## config.mk

```make
export PLATFORM = sky130hd
export DESIGN_NAME = level_bucket_geometry_query
export DESIGN_NICKNAME = d
export VERILOG_FILES = /design/src/rtl/core/lbgq_pkg.sv /design/src/rtl/core/level_bucket_geometry_query.sv /design/src/rtl/core/lbgq_seq.sv /design/src/rtl/core/lbgq_dp.sv
export SDC_FILE = /design/constraint.sdc
export NUM_CORES = 1
export LEC_CHECK = 0
export BUFFER_PORTS_ARGS = -buffer_cell sky130_fd_sc_hd__buf_2
export CAP_MARGIN = 30
export CORE_MARGIN = 2
export CORE_UTILIZATION = 55
export CTS_BUF_LIST = sky130_fd_sc_hd__clkbuf_4 sky130_fd_sc_hd__clkbuf_8
export DETAILED_ROUTE_END_ITERATION = 6
export PLACE_DENSITY = 0.9
export SLEW_MARGIN = 20
export SYNTH_ARGS = -nofsm -noshare
export SYNTH_HDL_FRONTEND = slang
export SYNTH_SLANG_ARGS = --single-unit
```

## constraint.sdc

```tcl
create_clock -name clk_i -period 7.45 [get_ports clk_i]
set_input_delay 1.49 -clock clk_i [delete_from_list [all_inputs] [get_ports clk_i]]
set_output_delay 1.49 -clock clk_i [all_outputs]
set_load 0.02 [all_outputs]
```

## src/rtl/core/lbgq_pkg.sv

```systemverilog
// Shared types, constants and geometry helpers for the level bucket geometry query.
`default_nettype none

package lbgq_pkg;

  localparam int unsigned NumLevels = 11;
  localparam logic [3:0]  TopLevel  = 4'(NumLevels - 1);
  localparam logic [31:0] EmptyMark = '1;

  typedef enum logic [2:0] {
    StIdle,
    StCurr,
    StSnap,
    StFinC,
    StFinS,
    StDone
  } state_e;

  typedef struct packed {
    logic load;
    logic curr;
    logic snap;
    logic fin_c;
    logic fin_s;
  } ctrl_t;

  typedef struct packed {
    logic [31:0] curr_count;
    logic [31:0] snap_count;
    logic [31:0] oldest_in_curr;
    logic [31:0] oldest_in_snap;
    logic        level_spills;
    logic [3:0]  max_merge_level;
    logic        bad_query;
  } result_t;

  // 2^(2l+1)
  function automatic logic [31:0] half_of(logic [3:0] l);
    return 32'd1 << {l, 1'b1};
  endfunction

  // 2^(2l+2)
  function automatic logic [31:0] size_of(logic [3:0] l);
    logic [4:0] sh;
    sh = 5'({l, 1'b0}) + 5'd2;
    return 32'd1 << sh;
  endfunction

  function automatic logic spills_at(logic [31:0] ledger, logic [3:0] l);
    logic hit;
    hit = ((ledger & (half_of(l) - 32'd1)) == 32'd0);
    return (l != TopLevel) && hit;
  endfunction

  // lowest level that does not spill, capped at the top level
  function automatic logic [3:0] max_merge(logic [31:0] ledger);
    logic [3:0] mm;
    mm = TopLevel;
    for (int i = int'(NumLevels) - 2; i >= 0; i--) begin
      if (!spills_at(ledger, 4'(i))) mm = 4'(i);
    end
    return mm;
  endfunction

endpackage

`default_nettype wire

```

## src/rtl/core/level_bucket_geometry_query.sv

```systemverilog
// A request steps through StCurr and StSnap for each level up to the queried one, then
// StFinC, StFinS and StDone; a bad request goes straight to StDone. One request at a time;
// the sequencer drives every step of every level through the shared subtractor.
// A new request is taken while the previous result still waits in the output register.
// Reset (rst_ni low, asynchronous) returns the sequencer to idle and drops out_valid_o.
`default_nettype none

module level_bucket_geometry_query (
  input  wire logic        clk_i,
  input  wire logic        rst_ni,
  input  wire logic        in_valid_i,
  output logic             in_ready_o,
  input  wire logic [31:0] ledger_i,
  input  wire logic [3:0]  level_i,
  output logic             out_valid_o,
  input  wire logic        out_ready_i,
  output logic [31:0]      curr_count_o,
  output logic [31:0]      snap_count_o,
  output logic [31:0]      oldest_in_curr_o,
  output logic [31:0]      oldest_in_snap_o,
  output logic             level_spills_o,
  output logic [3:0]       max_merge_level_o,
  output logic             bad_query_o
);

  lbgq_pkg::ctrl_t   ctrl;
  lbgq_pkg::result_t result;
  lbgq_pkg::result_t res_q;
  logic [3:0] lvl;
  logic       start, bad, out_free, xfer;
  logic       out_valid_q, out_valid_d;

  assign start    = in_valid_i && in_ready_o;
  assign bad      = (ledger_i == 32'd0) || (level_i >= lbgq_pkg::TopLevel + 4'd1);
  assign out_free = !out_valid_q || out_ready_i;

  lbgq_seq u_seq (
    .clk_i      (clk_i),
    .rst_ni     (rst_ni),
    .start_i    (start),
    .bad_i      (bad),
    .level_i    (level_i),
    .out_free_i (out_free),
    .ctrl_o     (ctrl),
    .lvl_o      (lvl),
    .in_ready_o (in_ready_o),
    .xfer_o     (xfer)
  );

  lbgq_dp u_dp (
    .clk_i    (clk_i),
    .ctrl_i   (ctrl),
    .lvl_i    (lvl),
    .ledger_i (ledger_i),
    .level_i  (level_i),
    .bad_i    (bad),
    .result_o (result)
  );

  always_comb begin
    out_valid_d = out_valid_q;
    if (xfer) out_valid_d = 1'b1;
    else if (out_ready_i) out_valid_d = 1'b0;
  end

  always_ff @(posedge clk_i or negedge rst_ni) begin
    if (!rst_ni) begin
      out_valid_q <= 1'b0;
    end else begin
      out_valid_q <= out_valid_d;
    end
  end

  always_ff @(posedge clk_i) begin
    if (xfer) res_q <= result;
  end

  assign out_valid_o       = out_valid_q;
  assign curr_count_o      = res_q.curr_count;
  assign snap_count_o      = res_q.snap_count;
  assign oldest_in_curr_o  = res_q.oldest_in_curr;
  assign oldest_in_snap_o  = res_q.oldest_in_snap;
  assign level_spills_o    = res_q.level_spills;
  assign max_merge_level_o = res_q.max_merge_level;
  assign bad_query_o       = res_q.bad_query;

  a_busy_after_accept: assert property (@(posedge clk_i) disable iff (!rst_ni)
    start |=> !in_ready_o)
    else $error("request taken while a previous one is still in work");

  a_bad_zeroes: assert property (@(posedge clk_i) disable iff (!rst_ni)
    out_valid_o && bad_query_o |-> curr_count_o == 32'd0 && snap_count_o == 32'd0 &&
      oldest_in_curr_o == 32'd0 && oldest_in_snap_o == 32'd0 && !level_spills_o &&
      max_merge_level_o == 4'd0)
    else $error("bad request result carries nonzero fields");

  a_merge_range: assert property (@(posedge clk_i) disable iff (!rst_ni)
    out_valid_o && !bad_query_o |-> max_merge_level_o <= lbgq_pkg::TopLevel)
    else $error("merge level beyond top level");

  a_empty_mark: assert property (@(posedge clk_i) disable iff (!rst_ni)
    out_valid_o && !bad_query_o && snap_count_o == 32'd0 |->
      oldest_in_snap_o == lbgq_pkg::EmptyMark)
    else $error("empty snapshot bucket without empty mark");

  a_xfer_free: assert property (@(posedge clk_i) disable iff (!rst_ni)
    xfer |-> out_free)
    else $error("result overwrote an untaken one");

endmodule

`default_nettype wire

```

## src/rtl/core/lbgq_seq.sv

```systemverilog
// Sequencer: walks the levels from zero up to the queried one, two steps per level.
`default_nettype none

module lbgq_seq (
  input  wire logic            clk_i,
  input  wire logic            rst_ni,
  input  wire logic            start_i,
  input  wire logic            bad_i,
  input  wire logic [3:0]      level_i,
  input  wire logic            out_free_i,
  output lbgq_pkg::ctrl_t      ctrl_o,
  output logic [3:0]           lvl_o,
  output logic                 in_ready_o,
  output logic                 xfer_o
);

  lbgq_pkg::state_e state_q, state_d;
  logic [3:0] lvl_q, lvl_d;
  logic [3:0] lev_q, lev_d;
  logic       last;

  assign last = (lvl_q == lev_q);

  always_comb begin
    state_d = state_q;
    unique case (state_q)
      lbgq_pkg::StIdle: begin
        if (start_i) state_d = bad_i ? lbgq_pkg::StDone : lbgq_pkg::StCurr;
      end
      lbgq_pkg::StCurr: state_d = lbgq_pkg::StSnap;
      lbgq_pkg::StSnap: state_d = last ? lbgq_pkg::StFinC : lbgq_pkg::StCurr;
      lbgq_pkg::StFinC: state_d = lbgq_pkg::StFinS;
      lbgq_pkg::StFinS: state_d = lbgq_pkg::StDone;
      lbgq_pkg::StDone: begin
        if (out_free_i) state_d = lbgq_pkg::StIdle;
      end
      default: state_d = lbgq_pkg::StIdle;
    endcase
  end

  always_comb begin
    lvl_d = lvl_q;
    lev_d = lev_q;
    if (start_i) begin
      lvl_d = 4'd0;
      lev_d = level_i;
    end else if (state_q == lbgq_pkg::StSnap && !last) begin
      lvl_d = lvl_q + 4'd1;
    end
  end

  always_comb begin
    in_ready_o   = (state_q == lbgq_pkg::StIdle);
    ctrl_o.load  = start_i;
    ctrl_o.curr  = (state_q == lbgq_pkg::StCurr);
    ctrl_o.snap  = (state_q == lbgq_pkg::StSnap);
    ctrl_o.fin_c = (state_q == lbgq_pkg::StFinC);
    ctrl_o.fin_s = (state_q == lbgq_pkg::StFinS);
    xfer_o       = (state_q == lbgq_pkg::StDone) && out_free_i;
    lvl_o        = lvl_q;
  end

  always_ff @(posedge clk_i or negedge rst_ni) begin
    if (!rst_ni) begin
      state_q <= lbgq_pkg::StIdle;
      lvl_q   <= 4'd0;
      lev_q   <= 4'd0;
    end else begin
      state_q <= state_d;
      lvl_q   <= lvl_d;
      lev_q   <= lev_d;
    end
  end

endmodule

`default_nettype wire

```

## src/rtl/core/lbgq_dp.sv

```systemverilog
// Datapath: bucket counts per level through one shared 32-bit subtractor.
`default_nettype none

module lbgq_dp (
  input  wire logic            clk_i,
  input  wire lbgq_pkg::ctrl_t ctrl_i,
  input  wire logic [3:0]      lvl_i,
  input  wire logic [31:0]     ledger_i,
  input  wire logic [3:0]      level_i,
  input  wire logic            bad_i,
  output lbgq_pkg::result_t    result_o
);

  logic [31:0] ledger_q;
  logic        bad_q;
  logic        spill_q;
  logic [3:0]  mm_q;
  // rem = ledger minus everything held below the current level
  logic [31:0] rem_q;
  // t = rem minus the current bucket of this level
  logic [31:0] t_q;
  logic [31:0] c_q, s_q, oc_q, os_q;

  logic [31:0] c_next, s_next;
  logic [31:0] half_l, r_low;
  logic [4:0]  ph_sh;
  logic [1:0]  k;
  logic [2:0]  k_inc;
  logic [31:0] op_a, op_b, diff;

  always_comb begin
    half_l = lbgq_pkg::half_of(lvl_i);
    r_low  = ledger_q & (half_l - 32'd1);
    ph_sh  = {lvl_i - 4'd1, 1'b1};
    // round down to half of the level below, then add one such half
    k      = 2'(r_low >> ph_sh);
    k_inc  = {1'b0, k} + 3'd1;
    if (lvl_i == 4'd0) begin
      c_next = (ledger_q == 32'd1) ? 32'd1 : 32'd1 + {31'd0, ledger_q[0]};
    end else if (lvl_i != lbgq_pkg::TopLevel && ledger_q >= half_l) begin
      c_next = {29'd0, k_inc} << ph_sh;
    end else begin
      c_next = rem_q;
    end

    if (lvl_i == lbgq_pkg::TopLevel) begin
      s_next = 32'd0;
    end else if (ledger_q >= lbgq_pkg::size_of(lvl_i)) begin
      s_next = half_l;
    end else begin
      s_next = t_q;
    end
  end

  // shared subtractor; subtracting all ones gives the +1 for the oldest marks
  always_comb begin
    if (ctrl_i.curr) begin
      op_a = rem_q;
      op_b = c_next;
    end else if (ctrl_i.snap) begin
      op_a = t_q;
      op_b = s_next;
    end else if (ctrl_i.fin_c) begin
      op_a = t_q;
      op_b = '1;
    end else begin
      op_a = rem_q;
      op_b = '1;
    end
    diff = op_a - op_b;
  end

  always_ff @(posedge clk_i) begin
    if (ctrl_i.load) begin
      ledger_q <= ledger_i;
      rem_q    <= ledger_i;
      bad_q    <= bad_i;
      spill_q  <= lbgq_pkg::spills_at(ledger_i, level_i);
      mm_q     <= lbgq_pkg::max_merge(ledger_i);
    end
    if (ctrl_i.curr) begin
      c_q <= c_next;
      t_q <= diff;
    end
    if (ctrl_i.snap) begin
      s_q   <= s_next;
      rem_q <= diff;
    end
    if (ctrl_i.fin_c) oc_q <= diff;
    if (ctrl_i.fin_s) os_q <= diff;
  end

  always_comb begin
    if (bad_q) begin
      result_o           = '0;
      result_o.bad_query = 1'b1;
    end else begin
      result_o.curr_count      = c_q;
      result_o.snap_count      = s_q;
      result_o.oldest_in_curr  = (c_q == 32'd0) ? lbgq_pkg::EmptyMark : oc_q;
      result_o.oldest_in_snap  = (s_q == 32'd0) ? lbgq_pkg::EmptyMark : os_q;
      result_o.level_spills    = spill_q;
      result_o.max_merge_level = mm_q;
      result_o.bad_query       = 1'b0;
    end
  end

endmodule

`default_nettype wire
```

Word-level counts from Yosys, hierarchy flattened --
Index checks and enable logic that the tools add are counted.
Word-level totals: register bits after elaboration 376, output and inout bits 136, logic and storage cells 119
Operators by class: $add $sub $neg 8, order comparisons 3, equality and inequality tests 12, shift operators 5, muxes and demuxes 33, bitwise logic cells 2, reductions and logical operators 32
Operator list (count):
- logical NOT 32 bit | 14
- two-way mux 32 bit | 14
- << shifter 1 x 5 -> 32 bit, first input constant | 3
- bitwise AND 32 bit | 2
- >= comparator 32 bit | 2
- subtractor 32 x 1 -> 32 bit, second input constant | 2
- == test 32 x 1 -> 1 bit, second input constant | 1
- << shifter 3 x 5 -> 32 bit | 1
- right shift 32 x 5 -> 2 bit | 1
- subtractor 32 bit | 1
- two-way mux 3 bit | 7
- case mux 3 bit (6 select lines) | 1
- two-way mux 2 bit | 5
- two-way mux 4 bit | 2
- inequality test 4 bit, second input constant | 2
- AND reduction 8 bit | 1
- == test 3 x 2 -> 1 bit, second input constant | 2
- == test 3 bit, second input constant | 2
- nonzero test 2 bit | 3
- adder 5 x 2 -> 5 bit, second input constant | 1
- logical AND 1 bit | 5
- adder 4 x 1 -> 4 bit, second input constant | 1
- == test 4 bit | 1
- == test 4 bit, second input constant | 1
- 13 further kinds | 20

Logic depth before layout (Yosys ltp) --
Gate-level depths: netlist of the first run.
depth after elaboration 11, mapped depth 33, mapped depth without buffers 28

Cells and area by module --
Synthesis of the first run repeated with hierarchy kept, for this count alone.
Unflattened totals: cell total of the unflattened synthesis 1629, area total of the unflattened synthesis 19172.1 um2
Modules (own cells, without submodules):
- lbgq_dp | instances 1, cells an instance 1424, area an instance 14416.3 um2
- level_bucket_geometry_query | instances 1, cells an instance 151, area an instance 4151.5 um2
- lbgq_seq | instances 1, cells an instance 54, area an instance 604.3 um2

Worst setup path before layout of the first run --
OpenSTA, ideal clock, no wires.
path type in2reg, start in out_ready_i, end reg res_q (netlist bit bad_query_o) (enable), setup time 0.629 ns, data arrival time 7.256 ns, data required time 6.821 ns, path slack -0.435 ns, stages on the path 3, buffers on the path 0, cell sequence nand2b_1 -> nand2_1 -> nor2_1
Between the ends: word-level cells in the longest chain between the ends 2
RTL lines:
- start, declared | RTL line level_bucket_geometry_query.sv:16 | input wire logic out_ready_i,
- logical OR 1 bit | RTL line level_bucket_geometry_query.sv:35 | assign out_free = !out_valid_q || out_ready_i;
- logical AND 1 bit | RTL line lbgq_seq.sv:59 | xfer_o = (state_q == lbgq_pkg::StDone) && out_free_i;
- end signal, assigned | RTL line level_bucket_geometry_query.sv:75 | if (xfer) res_q <= result;
- end, declared | RTL line level_bucket_geometry_query.sv:28 | lbgq_pkg::result_t res_q;
Every way passes these cells. A chain may end at the register's enable or synchronous reset.

Final worst setup path of the first run --
start reg u_seq.lvl_q[1], in the netlist u_seq.lvl_o[1], end reg u_dp.rem_q[30], data pin
Between the ends: word-level cells in the longest chain between the ends 11, elaborated cells on any way between the ends 23
RTL lines:
- start, declared | RTL line lbgq_seq.sv:18 | logic [3:0] lvl_q, lvl_d;
- start signal, assigned | RTL line lbgq_seq.sv:70 | lvl_q <= lvl_d;
- << shifter 1 x 5 -> 32 bit | RTL line lbgq_pkg.sv:39 | return 32'd1 << {l, 1'b1};
- subtractor 32 x 1 -> 32 bit | RTL line lbgq_dp.sv:33 | r_low = ledger_q & (half_l - 32'd1);
- bitwise AND 32 bit | RTL line lbgq_dp.sv:33
- right shift 32 x 5 -> 2 bit | RTL line lbgq_dp.sv:36 | k = 2'(r_low >> ph_sh);
- adder 2 x 1 -> 3 bit | RTL line lbgq_dp.sv:37 | k_inc = {1'b0, k} + 3'd1;
- << shifter 3 x 5 -> 32 bit | RTL line lbgq_dp.sv:41 | c_next = {29'd0, k_inc} << ph_sh;
- two-way mux 32 bit | RTL line lbgq_dp.sv:40 | end else if (lvl_i != lbgq_pkg::TopLevel && ledger_q >= half_l) begin
- two-way mux 32 bit (*) | RTL line lbgq_dp.sv:38 | if (lvl_i == 4'd0) begin
- net u_dp.c_next[5] | RTL line lbgq_dp.sv:24 | logic [31:0] c_next, s_next;
- two-way mux 32 bit (*) | RTL line lbgq_dp.sv:57 | if (ctrl_i.curr) begin
- subtractor 32 bit (*) | RTL line lbgq_dp.sv:70 | diff = op_a - op_b;
- two-way mux 32 bit (*) | RTL line lbgq_dp.sv:85 | if (ctrl_i.snap) begin
- end signal, assigned | RTL line lbgq_dp.sv:76 | rem_q <= ledger_i;
- end signal, assigned | RTL line lbgq_dp.sv:87 | rem_q <= diff;
- end, declared | RTL line lbgq_dp.sv:19 | logic [31:0] rem_q;
The timed path passes the listed nets; every way through them passes the cells marked *.

==> reports/metrics.csv, run 1 <==
stage,metric,value,unit
logic_synthesis,Post-synth ARST share,3.19,%
routing,vias,15000,
cts,H-tree depth,2,
global_routing,grt total ovfl,0,
logic_synthesis,Ys Warns,0,
setup_path,Crit path max-delay family,compound AO/OA/AOI/OAI gates,
cts,CTS Hold Buffers Added,0,
logic_synthesis,Synth top cells by count,"edfxtp_1 (364), nand2_1 (158), a21oi_1 (139)",
logic_synthesis,Mapped Cells,1648,
run,Max-Cap Viols,0,
final_layout,"Area growth, synth to finish",15.8,%
cts,TritonCTS Sinks,376,
cts,post-CTS setup buffer count,0,
logic_synthesis,register area share after synthesis,59.1,%
setup_path,"Slowest-stage cell, CP",a2111oi_0,
sta,Final setup viols,0,
sta,Worst Max-Slew Pin Slew,0.934,ns
logic_synthesis,Mapped Area,0.0190,mm^2
floorplan,Ports,176,
routing,Initial DRC Count,2053,
sta,crit share post-route,95.5,%
setup_path,crit start category,flop,
routing,DRT antenna net count,0,
setup_path,CP peak stage delay,0.54,ns
placed_design,I/O Buffers,175,
cts,clk slew on worst S/H paths,0.07,ns
cts,Max Root-Sink Buffers,3,
final_layout,"Design Area, Final",0.0220,mm^2
power,PwrDens,481,mW/mm^2
placed_design,routability cong.,1.00,
cts,CTS tree,yes,
floorplan,core area,0.0343,mm^2
setup_path,end point of the critical path,u_dp.rem_q[30],
setup_path,CP startpoint,u_seq.lvl_o[1],
logic_synthesis,Compound-Gate Fraction of Synth Area,12.4,%
global_routing,initial antenna violation count,1,
sta,"Slew Viols, Final",0,
setup_path,worst flop-to-flop path endpoint,u_dp.rem_q[30],
sta,relative slew slack,37.5,%
logic_synthesis,mux cell area share after synthesis,2.76,%
floorplan,die area,0.0361,mm^2
logic_synthesis,"count leader, synth",edfxtp_1,
setup_path,"Arr. time, crit path",7.49,ns
setup_path,Critical Path Stages,27,
logic_synthesis,"Top FF cell, synth",edfxtp_1,
floorplan,die width,190,um
final_layout,final net count,2018,
final_layout,utilization after layout,64.2,%
power,leakage power total,8.43,nW
power,peak supply drop,321,uV
floorplan,Initial Util,55.4,%
sta,min cycle time layout,7.11,ns
setup_path,crit-path max FO,9,
placed_design,placed cell areas,0.0209,mm^2
global_routing,first-pass GRT wire length,86500,um
placed_design,placed cells,2296,
final_layout,share of cells above drive strength 1,23.1,%
floorplan,die boundary height,190,um
sta,PnR worst setup slack,0.338,ns
logic_synthesis,"FF+latch count, synth",376,
cts,CTS buffer count,59,
logic_synthesis,"EDFF count, synth",364,
cts,Root Driver,clkbuf_8,
logic_synthesis,Synth top area share,57.5,%
sta,Worst Clk Skew,0.0237,ns
logic_synthesis,simple-gate share of the synthesized area,15.1,%
global_routing,Total Routing Usage GR,32.0,%
setup_path,reg2reg start,u_seq.lvl_o[1],
logic_synthesis,biggest area consumer among synthesized cells,edfxtp_1,
worst_hold_path,hold_sp,u_seq.lev_q[1],
setup_path,CP required,7.82,ns
logic_synthesis,largest family of logic cells by synthesized area,simple AND/OR/NAND/NOR gates,
routing,Vias/cell,6.25,
floorplan,FP Rows,68,
global_routing,vias in the first global route,14200,
logic_synthesis,Synth area leaders,"edfxtp_1 (58%), ha_1 (4.9%), a21oi_1 (3.7%), nand2_1 (3.1%), nor2b_1 (2.7%)",
routing,drt total wl,58000,um
logic_synthesis,syn nets,1764,
logic_synthesis,synthesized area per cell,11.5,um^2
setup_path,CP Class,flop to flop,
routing,Wirelength per Cell,24.2,um
status,failing checks,DRC,
routing,First-pass DRT Iterations,7,
sta,Final Hold Fails,0,
final_layout,Fillers,2541,
setup_path,CP bufs+invs,3,
global_routing,pin count of the biggest net entering global routing,130,
worst_hold_path,min-delay worst type,flop to flop,
routing,# DRC,5,
setup_path,r2r worst-path depth,27,
logic_synthesis,synth unique cells,85,
status,outcome,"complete, but fails checks",
logic_synthesis,Synth Area in XOR/XNOR,1.80,%
cts,Worst-Skew Late Latency,0.64,ns
placed_design,pre-CTS setup slack,0.456,ns
setup_path,CP endpoint kind,flop,
setup_path,worst reg2reg setup slack,0.34,ns
final_layout,fin cells,2399,
sta,FMAX,0.141,GHz
logic_synthesis,Adder-Cell Fraction of Synth Area,5.04,%
placed_design,hpwl dp,42600,um
## how the worst min path moves through the flow
stage	to	slack (ns)	cells past startpoint
after detailed placement	u_seq.lev_q[1]	0.49	2
after global placement	u_seq.lev_q[3]	0.48	2
after CTS	u_seq.lev_q[1]	0.51	2
final	u_seq.lev_q[1]	0.50	2
after global routing	u_seq.lev_q[2]	0.52	2
after floorplan	u_seq.lev_q[2]	0.47	2
## sequential cells by signal, indices dropped and copies added (netlist names), 3 cells and up
signal             count
curr_count_o          32
max_merge_level_o      4
oldest_in_curr_o      32
oldest_in_snap_o      32
snap_count_o          32
u_dp.c_q              32
u_dp.ledger_q         32
u_dp.mm_q              4
u_dp.oc_q             32
u_dp.os_q             32
u_dp.rem_q            32
u_dp.s_q              32
u_dp.t_q              32
u_seq.lev_q            4
u_seq.lvl_o            4
u_seq.state_q          3
## worst register-to-register path: stages, from the launching register on
cell	delay (ns)
dfrtp_2	0.49
inv_1	0.13
ha_1	0.42
nand2_1	0.24
ha_2	0.31
and4_1	0.21
a2111oi_0	0.54
a311oi_2	0.13
a31oi_1	0.31
a2111oi_4	0.09
inv_1	0.08
ha_1	0.19
nand3_1	0.10
nor3_1	0.17
a31oi_1	0.14
a21oi_1	0.34
o22ai_1	0.12
ha_1	0.43
o21a_1	0.14
o21ai_0	0.07
buf_4	0.15
or3_1	0.29
o21ai_0	0.50
a31o_2	0.27
a211oi_1	0.10
o21ai_0	0.25
a2111oi_0	0.16
or3b_2	0.48
## what timing repair did
action,CTS,global route
gates resized for setup,0,2
endpoints found under the setup margin,0,5
hold endpoints to repair,0,0
## cell type report
class	instances	area, um^2	area share (%)
tap	455	569	2.59
multi-input combinational	1096	7080	32.2
sequential	376	11200	51.0
timing repair buffer	274	1640	7.47
antenna	1	2.50	0.0114
clock inverter	32	229	1.04
inverter	95	358	1.63
clock buffer	70	895	4.06
## metrics by stage
step | TNS, ns | hold slack, ns | total power, mW
4_1_cts | 0 | 0.505 | 10.5
2_1_floorplan | 0 | 0.467 | 6.78
6_report | 0 | 0.503 | 10.6
5_1_grt | -0.000683 | 0.522 | 11.1
3_5_place_dp | 0 | 0.490 | 8.74
3_3_place_gp | 0 | 0.482 | 8.63
## layer usage
metal	share of wire (%)	global-route usage (%)	vias up
met5	0	0	-
met1	40	45.4	7147
met4	4.2	13.5	0
li1	-	-	6668
met3	11	5.94	164
met2	44	48.6	1019
## cell families (layout without fill, tap and decap cells)
family	Yosys count	after routing
simple gates	568	568
flops	376	376
compound gates	366	366
buf+inv	176	471
fa+ha+maj	76	76
mux	47	47
xor+xnor	39	39
other cells	0	1
## layout by cell type (no fill, tap or decap), types with 12 or more instances in the layout
cell type	synthesis	layout
edfxtp_1	364	364
buf_2	14	175
nand2_1	158	156
a21oi_1	139	139
nor2_1	100	98
buf_4	3	97
inv_1	93	91
nor2b_1	81	80
ha_1	75	74
clkbuf_8	0	59
o21ai_0	56	56
nand3_1	45	45
mux2_2	43	43
nor3_1	33	33
nor4_1	33	33
and3_1	33	33
o22ai_1	32	32
xnor2_1	27	27
nand4_1	22	22
clkinv_1	1	16
a31oi_1	15	15
nand2b_1	14	14
o211ai_1	12	12
xor2_1	12	12
## where the power goes
group	internal (mW)	total [mW]	leakage, nW	switching [mW]
Combinational	1.79	5.08	4.30	3.29
Clock	0.872	1.69	0.587	0.820
Sequential	3.49	3.83	3.54	0.335
Total	6.15	10.6	8.43	4.45
(Power assumes the default switching activity.)
==> inputs of run 2 (changes only) <==
--- a/config.mk
+++ b/config.mk
@@ -11,7 +11,9 @@
 export CORE_UTILIZATION = 55
 export CTS_BUF_LIST = sky130_fd_sc_hd__clkbuf_4 sky130_fd_sc_hd__clkbuf_8
 export DETAILED_ROUTE_END_ITERATION = 6
+export HOLD_SLACK_MARGIN = 0.02
 export PLACE_DENSITY = 0.9
+export SETUP_SLACK_MARGIN = 0.4
 export SLEW_MARGIN = 20
 export SYNTH_ARGS = -nofsm -noshare
 export SYNTH_HDL_FRONTEND = slang
==> run 2 against run 1 <==
Against the previous run:
- the run now ends clean
- sequential cell count unchanged
- clock power about the same
- highest routed layer unchanged
- via count up 0.19%
- final cell count about the same
- clock skew about the same
- sequential power barely moved
==> reports/metrics.csv, run 2 (synthesis results as in run 1) <==
stage,metric,value,unit,change
status,outcome,finished clean,,
floorplan,core area,0.0343,mm^2,unchanged
placed_design,routability cong.,1.00,,unchanged
routing,First-pass DRT Iterations,6,,-1
setup_path,crit start category,flop,,
global_routing,pin count of the biggest net entering global routing,130,,unchanged
setup_path,CP required,7.83,ns,about the same
sta,min cycle time layout,6.76,ns,-0.353 ns
sta,crit share post-route,90.7,%,-4.7 points
global_routing,met3 global-route usage,5.94,%,unchanged
routing,Initial DRC Count,1833,,-11%
run,Max-Cap Viols,0,,unchanged
placed_design,I/O Buffers,175,,unchanged
routing,Wirelength per Cell,24.2,um,+0.26%
setup_path,worst reg2reg setup slack,0.69,ns,+0.35 ns
sta,relative slew slack,37.3,%,-0.24 points
final_layout,Fillers,2536,,-0.20%
routing,vias,15000,,+0.19%
cts,clk slew on worst S/H paths,0.07,ns,about the same
global_routing,gr busiest metal,met2,,
final_layout,"most common cell after layout, fill and taps aside",edfxtp_1,,
setup_path,crit-path max FO,13,,+4
sta,Final setup viols,0,,unchanged
final_layout,share of cells above drive strength 1,23.8,%,+0.64 points
cts,H-tree depth,2,,unchanged
floorplan,die width,190,um,unchanged
global_routing,met1 usage,45.4,%,unchanged
global_routing,vias in the first global route,14200,,unchanged
setup_path,Crit path max-delay family,compound AO/OA/AOI/OAI gates,,
sta,"Slew Viols, Final",0,,unchanged
global_routing,Total Routing Usage GR,32.0,%,unchanged
final_layout,# diodes,0,,-1
setup_path,CP bufs+invs,4,,+1
setup_path,CP Class,flop to flop,,
cts,Max Root-Sink Buffers,3,,unchanged
routing,drt total wl,58200,um,+0.31%
floorplan,FP Rows,68,,unchanged
power,PwrDens,484,mW/mm^2,+0.57%
setup_path,Critical Path Most Common Cell,ha_1,,
final_layout,final net count,2020,,+0.099%
global_routing,GRT met2 Usage,48.6,%,unchanged
global_routing,initial antenna violation count,1,,unchanged
placed_design,hpwl dp,42600,um,unchanged
setup_path,CP endpoint kind,flop,,
floorplan,Initial Util,55.4,%,unchanged
cts,Worst-Skew Late Latency,0.64,ns,about the same
sta,unrepaired setup endpoints after global routing,true,,
global_routing,first-pass GRT wire length,86500,um,unchanged
sta,FMAX,0.148,GHz,+5.2%
cts,Root Driver,clkbuf_8,,
worst_hold_path,min-delay worst type,flop to flop,,
setup_path,"Arr. time, crit path",7.13,ns,-0.36 ns
floorplan,Ports,176,,unchanged
setup_path,CP peak stage delay,0.49,ns,-0.05 ns
routing,Vias/cell,6.26,,+0.14%
floorplan,die area,0.0361,mm^2,unchanged
power,peak supply drop,322,uV,+0.35%
sta,Worst Clk Skew,0.0236,ns,-0.0000967 ns
global_routing,grt total ovfl,0,,unchanged
cts,TritonCTS Sinks,376,,unchanged
cts,CTS buffer count,59,,unchanged
setup_path,"Slowest-stage cell, CP",dfrtp_2,,
final_layout,"commonest cells after routing, fill and taps aside","edfxtp_1 (364), buf_2 (175), nand2_1 (156)",,
routing,# DRC,0,,-5
cts,CTS tree,yes,,
sta,Final Hold Fails,0,,unchanged
power,leakage power total,8.44,nW,+0.16%
routing,DRT antenna net count,0,,unchanged
final_layout,"Area growth, synth to finish",16.1,%,
cts,CTS Hold Buffers Added,0,,unchanged
sta,setup TNS,0,ns,unchanged
power,Final Power,10.7,mW,+0.85%
floorplan,die boundary height,190,um,unchanged
sta,Worst Max-Slew Pin Slew,0.938,ns,+0.00360 ns
==> run 2: cell count changes in the layout (fill, tap and decap cells not counted), sizes merged <==
cell / previous run / this run
diode: 1 / 0
buf: 274 / 276
==> run 2: power breakdown <==
group          switching [mW]  leakage [nW]  internal [mW]
combinational            3.33          4.32           1.84
clock                   0.820         0.587          0.872
sequential              0.337          3.54           3.49
total                    4.48          8.44           6.20
==> run 2: worst paths after layout <==
path	start	to	cells after the start
max	u_seq.lvl_o[1]	u_dp.rem_q[30]	26
min	u_seq.lev_q[1]	u_seq.lev_q[1]	2
max reg2reg	u_seq.lvl_o[1]	u_dp.rem_q[30]	26
min reg2reg	u_seq.lev_q[1]	u_seq.lev_q[1]	2
max in group asynchronous	rst_ni	u_seq.lvl_o[1]	1
min in group asynchronous	rst_ni	u_seq.lvl_o[0]	1
==> run 2: final cells by class <==
class	instances	area, um^2	area share, %
flip-flops and latches	376	11200	50.9
multi-input cells	1096	7130	32.3
repair buffers	276	1660	7.52
clock buffers	70	895	4.05
well taps	455	569	2.58
inverters	95	358	1.62
clock inverters	32	229	1.04
==> run 2: worst reg2reg max path: cells and delay by family, from the launching register on <==
| family | cells | cell delay [ns] |
|---|---|---|
| buf+inv | 4 | 0.57 |
| flops | 1 | 0.49 |
| simple gates | 5 | 1.44 |
| compound gates | 13 | 2.87 |
| fa+ha+maj | 4 | 1.15 |
==> run 2: what timing repair did <==
action	4_1_cts	5_1_grt
gates resized for setup	0	16
setup buffers	0	2
endpoints found under the setup margin	0	66
==> run 2: metal layers <==
metal | vias up | wire length, um | part of all wire [%]
met5 | - | 0 | 0
met4 | 0 | 2530 | 4.3
met3 | 166 | 6420 | 11
met2 | 1020 | 25600 | 44
met1 | 7171 | 23600 | 41
li1 | 6669 | - | -
==> run 2: per-stage QoR <==
step	area (um^2)	hold WS (ns)	instances	setup slack, ns	util (%)
2_1_floorplan	19000	0.467	1648	0.436	-
3_3_place_gp	20900	0.482	2296	0.606	60.9
3_5_place_dp	20900	0.490	2296	0.456	60.9
4_1_cts	22000	0.505	2398	0.424	64.2
5_1_grt	22100	0.522	2400	0.315	64.4
6_report	22100	0.501	2400	0.691	64.4
==> inputs of run 3 (changes only) <==
--- a/config.mk
+++ b/config.mk
@@ -11,6 +11,7 @@
 export CORE_UTILIZATION = 55
 export CTS_BUF_LIST = sky130_fd_sc_hd__clkbuf_4 sky130_fd_sc_hd__clkbuf_8
 export DETAILED_ROUTE_END_ITERATION = 6
+export GPL_TIMING_DRIVEN = 0
 export HOLD_SLACK_MARGIN = 0.02
 export PLACE_DENSITY = 0.9
 export SETUP_SLACK_MARGIN = 0.4
==> run 3 against run 2 <==
Against the previous run:
- clock-buffer cell count is 8 higher
- first-iteration DRC count is 25% higher
- design area is 3.7% higher
- worst hold slack better by 0.0021 ns
- setup slack worse by 0.28 ns
- critical endpoint is now u_dp.rem_q[29]
==> reports/metrics.csv, run 3 (synthesis results as in run 1) <==
stage,metric,value,unit,change
routing,Initial DRC Count,2285,,+25%
cts,CTS buffer count,58,,-1.7%
sta,crit share post-route,94.5,%,+3.8 points
final_layout,"Area growth, synth to finish",20.5,%,
floorplan,FP Rows,68,,unchanged
final_layout,"most common cell after layout, fill and taps aside",edfxtp_1,,
floorplan,die boundary height,190,um,unchanged
final_layout,final net count,2050,,+1.5%
setup_path,CP peak stage delay,0.53,ns,+0.04 ns
power,Gate power share,50.7,%,+2.4 points
routing,# DRC,0,,unchanged
global_routing,initial antenna violation count,4,,+3
global_routing,first-pass GRT wire length,91200,um,+5.4%
routing,First-pass DRT Iterations,7,,+1
setup_path,crit-path max FO,13,,unchanged
sta,PnR worst setup slack,0.411,ns,-0.280 ns
routing,Wirelength per Cell,26.0,um,+7.4%
cts,CTS tree,yes,,
floorplan,Ports,176,,unchanged
power,PwrDens,504,mW/mm^2,+4.0%
setup_path,"Arr. time, crit path",7.44,ns,+0.31 ns
power,Clock Power Share,16.1,%,+0.3 points
power,Reg power frac,33.2,%,-2.6 points
power,leakage power total,8.63,nW,+2.2%
sta,Final Hold Fails,0,,unchanged
placed_design,hpwl dp,46500,um,+9.2%
cts,Worst-Skew Late Latency,0.65,ns,about the same
cts,TritonCTS Sinks,376,,unchanged
sta,Final setup viols,0,,unchanged
floorplan,core area,0.0343,mm^2,unchanged
setup_path,Crit path max-delay family,compound AO/OA/AOI/OAI gates,,
sta,"Slew Viols, Final",0,,unchanged
final_layout,share of cells above drive strength 1,26.8,%,+3.1 points
floorplan,die width,190,um,unchanged
setup_path,CP bufs+invs,10,,+6
cts,Root Driver,clkbuf_8,,
floorplan,die area,0.0361,mm^2,unchanged
setup_path,CP Class,flop to flop,,
power,switching power,5.03,mW,+12%
sta,FMAX,0.142,GHz,-4.0%
final_layout,register area,0.0112,mm^2,about the same
routing,Vias/cell,6.38,,+2.0%
placed_design,I/O Buffers,175,,unchanged
floorplan,Initial Util,55.4,%,unchanged
routing,drt total wl,63500,um,+9.1%
final_layout,Fillers,2507,,-1.1%
placed_design,pre-CTS setup slack,-1.77,ns,-2.22 ns
setup_path,"Slowest-stage cell, CP",or4_1,,
setup_path,CP required,7.85,ns,+0.02 ns
worst_hold_path,min-delay worst type,flop to flop,,
sta,unrepaired setup endpoints after global routing,true,,
global_routing,vias in the first global route,14600,,+2.4%
final_layout,"commonest cells after routing, fill and taps aside","edfxtp_1 (364), buf_2 (183), nand2_1 (153)",,
power,sw frac,43.7,%,+1.7 points
run,Max-Cap Viols,0,,unchanged
cts,clk slew on worst S/H paths,0.07,ns,about the same
sta,min cycle time layout,7.04,ns,+0.280 ns
sta,Worst Clk Skew,0.0259,ns,+0.00229 ns
sta,Worst Max-Slew Pin Slew,0.893,ns,-0.0447 ns
power,peak supply drop,315,uV,-2.4%
global_routing,pin count of the biggest net entering global routing,59,,-55%
routing,vias,15600,,+3.6%
setup_path,CP endpoint kind,flop,,
setup_path,crit start category,flop,,
power,cell internal pwr,6.49,mW,+4.7%
cts,Max Root-Sink Buffers,3,,unchanged
final_layout,"Design Area, Final",0.0229,mm^2,+3.7%
routing,DRT antenna net count,0,,unchanged
placed_design,placed cell areas,0.0207,mm^2,-1.1%
final_layout,area of the multi-input gates,0.00765,mm^2,+7.4%
global_routing,Total Routing Usage GR,34.5,%,+2.5 points
sta,relative slew slack,40.3,%,+3.0 points
global_routing,grt total ovfl,0,,unchanged
placed_design,routability cong.,1.02,,+1.9%
cts,H-tree depth,2,,unchanged
status,outcome,finished clean,,
run 3: path summary, 6_finish.rpt:
kind / from / end / slack [ns] / cells after the start
worst min-delay path: u_seq.lev_q[3] / u_seq.lev_q[3] / 0.50 / 2
worst max register to register: u_seq.lvl_o[0] / u_dp.rem_q[29] / 0.41 / 31
worst min register to register: u_seq.lev_q[3] / u_seq.lev_q[3] / 0.50 / 2
worst max-delay path: u_seq.lvl_o[0] / u_dp.rem_q[29] / 0.41 / 31
min in group asynchronous: rst_ni / u_seq.lvl_o[1] / 0.73 / 1
max in group asynchronous: rst_ni / u_seq.lvl_o[2] / 6.45 / 1
run 3: metal layers:
| layer | wire length [um] | GRT usage [%] | up-vias |
|---|---|---|---|
| li1 | - | - | 6743 |
| met1 | 24500 | 48.9 | 7440 |
| met2 | 28100 | 51.6 | 1182 |
| met3 | 8050 | 7.60 | 199 |
| met4 | 2820 | 15.0 | 4 |
| met5 | 28 | 0 | - |
run 3: worst reg2reg max path, delay by kind of cell (launching register included):
family / cells / cell delay (ns)
AOI/OAI and AO/OA: 11 / 2.27
xor gates and xnor gates: 1 / 0.17
adders and majority gates: 3 / 0.74
buffers and inverters: 10 / 1.70
DFF: 1 / 0.43
muxes: 1 / 0.27
and+or+nand+nor: 5 / 1.22
run 3: through the flow:
step	utilization, %	std cells	hold slack, ns	setup TNS (ns)	power [mW]
after floorplan	-	1648	0.467	0	6.78
after global placement	59.6	2278	0.484	-128.27	8.43
after detailed placement	60.2	2287	0.488	-122.84	8.58
after CTS	65.4	2414	0.504	0	10.8
after global routing	66.7	2437	0.539	0	11.9
final	66.8	2439	0.503	0	11.5
run 3: cell type report:
class | instances | area share (%)
sequential | 376 | 49.1
multi-input combinational | 1096 | 33.4
timing repair buffer | 226 | 6.02
clock buffer | 78 | 4.17
tap | 455 | 2.49
buffer | 81 | 1.92
inverter | 95 | 1.60
clock inverter | 30 | 1.27
antenna | 2 | 0.0219
run 3: power groups by stage:
stage          logic (mW)  clock network, mW  registers (mW)
2_1_floorplan        2.95                  0            3.83
3_3_place_gp         4.58                  0            3.85
3_5_place_dp         4.74                  0            3.84
4_1_cts              5.18               1.86            3.80
5_1_grt              6.08               1.95            3.86
6_report             5.84               1.86            3.83
run 3: repair_timing:
action                     in CTS  in global routing
buffers inserted               19                 22
hold buffers                    0                  0
setup endpoints to repair     120                 68
gates cloned                    0                  0
pin swaps                      16                 28
resized for setup              95                 77
